==> config.mk <==
export PLATFORM = sky130hd
export DESIGN_NAME = bta_div
export DESIGN_NICKNAME = d
export VERILOG_FILES = /design/src/rtl/bta_pkg.sv /design/src/rtl/bta_div.sv
export SDC_FILE = /design/constraint.sdc
export NUM_CORES = 1
export LEC_CHECK = 0
export BUFFER_PORTS_ARGS = -buffer_cell sky130_fd_sc_hd__buf_4
export CAP_MARGIN = 30
export CORE_AREA = 8 8 45 47
export CTS_BUF_LIST = sky130_fd_sc_hd__clkbuf_16
export DETAILED_ROUTE_END_ITERATION = 6
export DIE_AREA = 0 0 53 55
export PLACE_DENSITY = 0.68
export SETUP_SLACK_MARGIN = 0.5
export SLEW_MARGIN = 20
export SYNTH_ARGS = -nofsm -noshare
export SYNTH_HDL_FRONTEND = slang
export SYNTH_SLANG_ARGS = --single-unit
==> constraint.sdc <==
create_clock -name i_clk -period 0.8 [get_ports i_clk]
set_input_delay 0.12 -clock i_clk [delete_from_list [all_inputs] [get_ports i_clk]]
set_output_delay 0.12 -clock i_clk [all_outputs]
set_load 0.005 [all_outputs]
==> src/rtl/bta_pkg.sv <==
// Shared constants, status codes and sequencer states of the block table allocator.
package bta_pkg;

    localparam int NUM_BLOCKS_DEF  = 512;
    localparam int BLOCK_BYTES_DEF = 32;

    localparam int REQ_W   = 15;
    localparam int OFF_W   = 15;
    localparam int START_W = 14;
    localparam int FREE_W  = 15;
    localparam int DIV_W   = 16;

    localparam logic [1:0] ST_OK      = 2'd0;
    localparam logic [1:0] ST_ZERO    = 2'd1;
    localparam logic [1:0] ST_NOFIT   = 2'd2;
    localparam logic [1:0] ST_IGNORED = 2'd3;

    localparam logic CMD_ALLOC = 1'b0;
    localparam logic CMD_FREE  = 1'b1;

    typedef enum logic [3:0] {
        S_CLEAR,
        S_IDLE,
        S_DIV_REQ,
        S_DIV_OFF,
        S_REL_LEN,
        S_REL,
        S_SCAN_GO,
        S_SCAN,
        S_MARK,
        S_DONE
    } t_state;

endpackage

==> src/rtl/bta_div.sv <==
// Divider by a fixed divisor through reciprocal multiplication, quotient registered in the cycle after start.
module bta_div #(
    parameter int DIVISOR = bta_pkg::BLOCK_BYTES_DEF
) (
    input  logic                     i_clk,
    input  logic                     i_rst_n,
    input  logic                     i_start,
    input  logic [bta_pkg::DIV_W-1:0] i_dividend,
    output logic                     o_done,
    output logic [bta_pkg::DIV_W-1:0] o_quotient
);
    import bta_pkg::*;

    localparam int SH = DIV_W + $clog2(DIVISOR);
    localparam int MW = DIV_W + 1;
    localparam int PW = DIV_W + MW;
    localparam longint unsigned RECIP =
        ((64'd1 << SH) + 64'(DIVISOR) - 64'd1) / 64'(DIVISOR);
    localparam logic [MW-1:0] RECIP_V = MW'(RECIP);

    logic             r_done;
    logic [DIV_W-1:0] r_quo;

    logic [PW-1:0] prod;
    logic [PW-1:0] prod_sh;

    assign prod    = PW'(i_dividend) * PW'(RECIP_V);
    assign prod_sh = prod >> SH;

    always_ff @(posedge i_clk) begin
        if (!i_rst_n) begin
            r_done <= 1'b0;
        end else begin
            r_done <= i_start;
        end
    end

    always_ff @(posedge i_clk) begin
        if (i_start) begin
            r_quo <= prod_sh[DIV_W-1:0];
        end
    end

    assign o_done     = r_done;
    assign o_quotient = r_quo;

endmodule

==> impl_results.md, run 1 <==
* Initial antenna violation count at 0
* Cell depth of the worst hold path at 1
* Total CTS buffers at 3
* Failing checks: negative setup slack
* Synth top cells by count: edfxtp_1, buf_4, and2_1, conb_1, dfxtp_1
* Share of layout cells above drive strength 1 at 0.617
* CTS sink count at 12
* Crit-path cells: buf_6
* Vias per cell at 4.10
* I/O pin count at 36
* Post-route insts no fill at 63
* Period minus WS final at 0.872 ns
* CTS tree: yes
* Post-synthesis cell count at 19
* Initial Util at 0.288
* Setup slack at placement at 0.174 ns
* CP arrival at 0.75 ns
* CTS clk-pin slew, worst paths at 0.04 ns
* CP startpoint kind: flop
* H-tree levels at 1
* Max Fclk at 1.15 GHz
* Reg area at 352 um^2
* Worst setup path category: flop to output pin
* Yosys cell types at 5
* Cell Area, Synth at 398 um^2
* All-Layer GR Usage at 0.0736
* Vias in the first global route at 300
* Status: complete, but fails checks
* Slowest cell on the critical path: edfxtp_1
* Overflow after GRT at 0
* RSZ-0062 raised after global routing: yes
* Worst hold-check path type: input pin to flop
* Area used by multi-input combinational logic at 25.0 um^2
* PwrDens at 2600 mW/mm^2
* Met3 Usage GRT at 0.0695
* Setup TNS at -0.597 ns
* WP buf/inv at 1
* Filler instances at 124
* Net count, final at 67
* EDFF count, synth at 11
* Total core area at 0.00138 mm^2
* YS warnings at 0
* DRC errors left at 0
* Die height at 55 um
* Largest area contributor in the netlist: edfxtp_1
* WHS Endpoint: o_quotient[8]
* Worst VDD drop at 1.01 mV
* Primary FF master, synth: edfxtp_1
* Syn-to-layout area delta at 75.2%
* GP Congestion at 0.723
* Final hold vios at 0
* Most frequent cell after synthesis: edfxtp_1
* Synthesized area per cell at 20.9 um^2
* CP delay by family, top: flip-flops
* Root buffer cell: clkbuf_16
* Leak at 0.000309 uW
* Port-buffer cells at 25
* Max-slew violations at 0
* Worst EP required at 0.68 ns
* Busiest grt layer: met2
* Kind of end point of the critical path: output pin
* Antenna diodes at 0
* Yosys top cell area share at 0.830
* GR Util met1 at 0.0757
* Sequential fraction of the synthesis area at 0.881
* # setup viols final at 11
* Bufs on Longest Clock Path at 2
* Final ANT Viol Nets at 0
* Final worst-path cycle share at 1.09
* DR WL/cell at 14.7 um
* Rows at 14
* First-pass GRT wire length at 1.41 mm
* Post-CTS Hold Fix Bufs at 0
* DRT Pass-1 Iters at 2
* Area contributors post-synth: edfxtp_1, buf_4, dfxtp_1, and2_1, conb_1
* Via count at 258
* Setup ws final at -0.0722 ns
* Post-CTS Setup Inserts at 0
* MaxCap Viol Count at 0
* Die area at 0.00292 mm^2
* Crit Path Max Fanout at 1
* Total Power at 1810 uW
* Placed insts at 59
* Layout Utilization at 0.504
* Asr flop ratio synth at 0
* DIE WIDTH at 53 um
* Met2 usage at 0.0801
* Yosys reg bits at 12
* CP max stage delay at 0.39 ns
* Final wirelength at 925 um
* Largest net degree at the start of global routing at 13
* Critical hold path startpoint: i_dividend[13]
* Iteration-0 DRC Markers at 2
-- sequential cells by signal, summed over array words and instances, names as in the netlist --
name,flops
o_done,1
o_quotient,11
-- how the worst max path moves through the flow --
stage	end	slack [ns]	depth (start not counted)	from
2_1_floorplan	o_quotient[0]	0.32	0	o_quotient[0]
3_3_place_gp	o_quotient[7]	0.19	1	o_quotient[7]
3_5_place_dp	o_quotient[5]	0.17	1	o_quotient[5]
4_1_cts	o_quotient[5]	-0.08	1	o_quotient[5]
5_1_grt	o_quotient[10]	-0.1	1	o_quotient[10]
6_report	o_quotient[5]	-0.07	1	o_quotient[5]
-- per-stage QoR --
step                      area, um^2  hold slack, ns
after floorplan                  414           0.219
after global placement           584           0.299
after detailed placement         584           0.299
after CTS                        674          0.0557
after global routing             697          0.0490
final                            697          0.0576
-- layer usage --
metal | up-vias | part of all wire
li1 | 114 | -
met5 | - | 0
met1 | 110 | 0.43
met4 | 0 | 0.025
met2 | 30 | 0.32
met3 | 4 | 0.22
-- where the power goes --
group,switching (uW),internal (uW)
registers,17.2,742
clock network,232,655
logic,50.8,113
-- placed cells by master, fill, tap and decap left out --
master / instances
buf_4: 17
edfxtp_1: 11
buf_6: 7
conb_1: 5
clkbuf_16: 3
and2_1: 1
inv_1: 1
buf_8: 1
dfxtp_2: 1
-- cell type report --
type                    instances  area share
clock buffers                   3       0.108
clock inverters                 1     0.00539
multi-input cells               6      0.0359
flip-flops and latches         12       0.504
well taps                      16      0.0287
repair buffers                 25       0.318
-- cells by family after synthesis --
family	synth area share
flip-flops	0.881
AND/OR/NAND/NOR	0.0157
other	0.00942
buffers and inverters	0.0943
-- what timing repair did --
item / 4_1_cts / 5_1_grt
endpoints found under the setup margin: 24 / 12
gates cloned: 0 / 0
gates resized for setup: 3 / 6
Power figures use the tool's default switching activity.
==> run 2: changes to the inputs <==
--- a/config.mk
+++ b/config.mk
@@ -8,11 +8,12 @@
 export BUFFER_PORTS_ARGS = -buffer_cell sky130_fd_sc_hd__buf_4
 export CAP_MARGIN = 30
 export CORE_AREA = 8 8 45 47
-export CTS_BUF_LIST = sky130_fd_sc_hd__clkbuf_16
+export CTS_BUF_LIST = sky130_fd_sc_hd__clkbuf_2
 export DETAILED_ROUTE_END_ITERATION = 6
 export DIE_AREA = 0 0 53 55
 export PLACE_DENSITY = 0.68
 export SETUP_SLACK_MARGIN = 0.5
+export SKIP_CTS_REPAIR_TIMING = 1
 export SLEW_MARGIN = 20
 export SYNTH_ARGS = -nofsm -noshare
 export SYNTH_HDL_FRONTEND = slang
==> constraint.sdc (replaced) <==
create_clock -name i_clk -period 0.8 [get_ports i_clk]
set_input_delay 0.12 -clock i_clk [delete_from_list [all_inputs] [get_ports i_clk]]
set_output_delay 0.12 -clock i_clk [all_outputs]
set_load 0.01 [all_outputs]
==> run 2 against run 1 <==
  * The run still ends with negative setup slack left
  * Clock power is 65% lower
  * Die area stayed put
  * Hold slack worse by 0.026 ns
  * Setup slack worse by 0.046 ns
  * Clock-buffer cell count is 1 higher
  * Non-clock buffer count stayed put
  * Global-route usage is 0.22 points lower
  * Combinational power is 18% higher
  * Critical path type unchanged
  * Maximum frequency is 5.0% lower
==> impl_results.md, run 2 (same netlist as run 1, synthesis figures left out) <==
* Status: complete, but fails checks
* Failing checks: negative setup slack
* CP max stage delay at 0.41 ns
* CP delay by family, top: flip-flops
* Final wirelength at 913 um
* Period minus WS final at 0.918 ns
* Net count, final at 67
* Vias in the first global route at 287
* Share of layout cells above drive strength 1 at 0.638
* Die area at 0.00292 mm^2
* Leak at 0.000286 uW
* Most frequent cells in the layout: buf_4, edfxtp_1, buf_6, conb_1, clkbuf_2
* Final non-filler cell area at 646 um^2
* Setup ws final at -0.118 ns
* Bufs on Longest Clock Path at 2
* Max FFs per register at 11
* CP startpoint kind: flop
* DIE WIDTH at 53 um
* DRT Pass-1 Iters at 1
* WP buf/inv at 1
* First-pass GRT wire length at 1.37 mm
* Max Fclk at 1.09 GHz
* Initial Util at 0.288
* Final hold vios at 0
* Largest net degree at the start of global routing at 13
* Worst EP required at 0.68 ns
* Post-route insts no fill at 63
* Iteration-0 DRC Markers at 0
* Final ANT Viol Nets at 0
* Worst hold margin at 0.0314 ns
* Internal power at 990 uW
* Slowest cell on the critical path: edfxtp_1
* Total CTS buffers at 3
* I/O pin count at 36
* Crit-path cells: buf_6
* Max-slew violations at 0
* Die height at 55 um
* Overflow after GRT at 0
* CTS tree: yes
* Sequential power share at 0.600
* Antenna diodes at 0
* H-tree levels at 1
* Port-buffer cells at 25
* Via count at 247
* CTS sink count at 12
* DR WL/cell at 14.5 um
* Worst VDD drop at 0.832 mV
* Placed insts at 59
* # setup viols final at 12
* Clk pwr share at 0.247
* NetSw at 272 uW
* Vias per cell at 3.92
* Area used by multi-input combinational logic at 25.0 um^2
* Root buffer cell: clkbuf_2
* MaxCap Viol Count at 0
* Final worst-path cycle share at 1.15
* Crit Path Max Fanout at 1
* Layout Utilization at 0.467
* Filler instances at 125
* Combinational power share at 0.152
* PwrDens at 1950 mW/mm^2
* Total core area at 0.00138 mm^2
* Most common cell after layout, fill and taps aside: buf_4
* GP Congestion at 0.723
* CTS clk-pin slew, worst paths at 0.11 ns
* CP arrival at 0.80 ns
* Worst setup path category: flop to output pin
* Total Power at 1260 uW
* RSZ-0062 raised after global routing: yes
* DRC errors left at 0
* Reg area at 352 um^2
* Switching share of total power at 0.216
* Initial antenna violation count at 0
* All-Layer GR Usage at 0.0714
* Kind of end point of the critical path: output pin
* Syn-to-layout area delta at 62.3%
* Placed inst area at 584 um^2
* Worst hold-check path type: input pin to flop
* Rows at 14
run 2: final timing paths:
check	endpoint	cells past startpoint	slack [ns]	from
setup / recovery	o_quotient[3]	1	-0.12	o_quotient[3]
hold / removal	o_quotient[8]	1	0.03	i_dividend[13]
run 2: cell type report:
class                           count  area share
Multi-Input combinational cell      6      0.0388
Sequential cell                    12       0.545
Timing Repair Buffer               25       0.355
Tap cell                           16      0.0310
Clock buffer                        4      0.0310
run 2: power by group through the flow:
stage / clock network (uW) / registers, uW / logic [uW]
after detailed placement: 0 / 765 / 171
after floorplan: 0 / 791 / 29.9
after global placement: 0 / 762 / 170
after CTS: 339 / 750 / 171
after global routing: 371 / 762 / 204
final: 312 / 758 / 192
run 2: routing by layer:
layer  vias up  track usage  part of all wire
met2        30       0.0762              0.33
met4         0       0.0647             0.014
met3         2       0.0695              0.22
li1        113            -                 -
met1       102       0.0773              0.44
met5         -            0                 0
run 2: stage by stage:
stage | worst slack (ns) | TNS, ns
6_report | -0.118 | -1.12
5_1_grt | -0.181 | -1.87
4_1_cts | -0.149 | -1.50
3_5_place_dp | 0.166 | 0
3_3_place_gp | 0.182 | 0
2_1_floorplan | 0.286 | 0
==> run 3: changes to the inputs <==
--- a/config.mk
+++ b/config.mk
@@ -5,6 +5,7 @@
 export SDC_FILE = /design/constraint.sdc
 export NUM_CORES = 1
 export LEC_CHECK = 0
+export ABC_AREA = 0
 export BUFFER_PORTS_ARGS = -buffer_cell sky130_fd_sc_hd__buf_4
 export CAP_MARGIN = 30
 export CORE_AREA = 8 8 45 47
==> constraint.sdc (replaced) <==
create_clock -name i_clk -period 0.8 [get_ports i_clk]
set_input_delay 0.16 -clock i_clk [delete_from_list [all_inputs] [get_ports i_clk]]
set_output_delay 0.16 -clock i_clk [all_outputs]
set_load 0.01 [all_outputs]
==> run 3 against run 2 <==
  * The flow still finishes with violations (negative setup slack)
  * Final cell count unchanged
  * Clock power barely moved
  * Sequential power about the same
  * First-iteration DRC count unchanged
  * Via count rose by 0.81%
  * Utilization is 0.27 points higher
  * Non-clock buffer count unchanged
  * Sequential share of layout area decreased by 0.31 points
  * Clock-buffer cell count stayed put
  * Critical path type unchanged
  * Critical endpoint unchanged
  * Largest cell class unchanged
  * Highest routed layer unchanged
==> impl_results.md, run 3 (same netlist as run 1, synthesis figures left out) <==
* CTS sink count at 12
* Iteration-0 DRC Markers at 0
* Final worst-path cycle share at 1.20
* Via count at 249
* PwrDens at 1950 mW/mm^2
* Syn-to-layout area delta at 63.2%
* Initial antenna violation count at 0
* Slowest cell on the critical path: edfxtp_1
* Max Fclk at 1.04 GHz
* Overflow after GRT at 0
* Most common cell after layout, fill and taps aside: buf_4
* DIE WIDTH at 53 um
* Vias in the first global route at 287
* Max-slew violations at 0
* Layout Utilization at 0.469
* Setup TNS at -1.60 ns
* Setup ws final at -0.158 ns
* # setup viols final at 12
* CTS tree: yes
* Final hold vios at 0
* DRC errors left at 0
* CP max stage delay at 0.41 ns
* Status: complete, but fails checks
* WP buf/inv at 1
* Antenna diodes at 0
* DR WL/cell at 14.4 um
* First-pass GRT wire length at 1.37 mm
* GP Congestion at 0.723
* Total core area at 0.00138 mm^2
* Share of layout cells above drive strength 1 at 0.638
* CP arrival at 0.80 ns
* DRT Pass-1 Iters at 1
* Port-buffer cells at 25
* Worst hold-check path type: input pin to flop
* Period minus WS final at 0.958 ns
* H-tree levels at 1
* Kind of end point of the critical path: output pin
* Worst VDD drop at 0.832 mV
* Filler instances at 125
* Root buffer cell: clkbuf_2
* Leak at 0.000287 uW
* MaxCap Viol Count at 0
* Die height at 55 um
* Most frequent cells in the layout: buf_4, buf_6, edfxtp_1, conb_1, clkbuf_2
* Final wirelength at 906 um
* Final ANT Viol Nets at 0
* Critical path depth in cells at 1
* I/O pin count at 36
* CP delay by family, top: flip-flops
* All-Layer GR Usage at 0.0714
* Crit Path Max Fanout at 1
* Cell depth of the worst hold path at 1
* Initial Util at 0.288
* Failing checks: negative setup slack
* Area used by multi-input combinational logic at 25.0 um^2
* Largest net degree at the start of global routing at 13
* Die area at 0.00292 mm^2
* Rows at 14
* CP startpoint kind: flop
* RSZ-0062 raised after global routing: yes
* Worst EP required at 0.64 ns
* CTS clk-pin slew, worst paths at 0.11 ns
* Total CTS buffers at 3
* Bufs on Longest Clock Path at 2
* Crit-path cells: buf_6
* Reg area at 352 um^2
* Net count, final at 67
* Worst setup path category: flop to output pin
* Max FFs per register at 11
* Vias per cell at 3.95
run 3: cell counts in the layout (fill, tap and decap cells not counted):
No cell type changed its count.
run 3: final cells by class:
class                           instances  area share
Clock buffer                            4      0.0308
Multi-Input combinational cell          6      0.0385
Sequential cell                        12       0.541
Tap cell                               16      0.0308
Timing Repair Buffer                   25       0.358
run 3: path summary, 6_finish.rpt:
| path | start | to | slack, ns |
|---|---|---|---|
| setup / recovery | o_quotient[3] | o_quotient[3] | -0.16 |
| hold / removal | i_dividend[13] | o_quotient[8] | 0.07 |
run 3: report_power, final:
group | internal, uW | leakage (uW) | switching (uW)
logic | 121 | 0.000154 | 72.6
registers | 738 | 0.000116 | 20.1
clock network | 133 | 0.0000166 | 179
run 3: metrics by stage:
step	total power (uW)	instances	hold WS [ns]	worst slack, ns	area [um^2]
3_3_place_gp	932	59	0.339	0.142	584
2_1_floorplan	821	23	0.259	0.246	414
6_report	1260	63	0.0717	-0.158	649
4_1_cts	1260	63	0.0489	-0.189	604
3_5_place_dp	935	59	0.339	0.126	584
5_1_grt	1340	63	0.0319	-0.221	649
run 3: routing by layer:
| metal | part of all wire | global-route usage | up-vias |
|---|---|---|---|
| li1 | - | - | 114 |
| met1 | 0.42 | 0.0773 | 103 |
| met2 | 0.33 | 0.0762 | 30 |
| met3 | 0.23 | 0.0695 | 2 |
| met4 | 0.014 | 0.0647 | 0 |
| met5 | 0 | 0 | - |
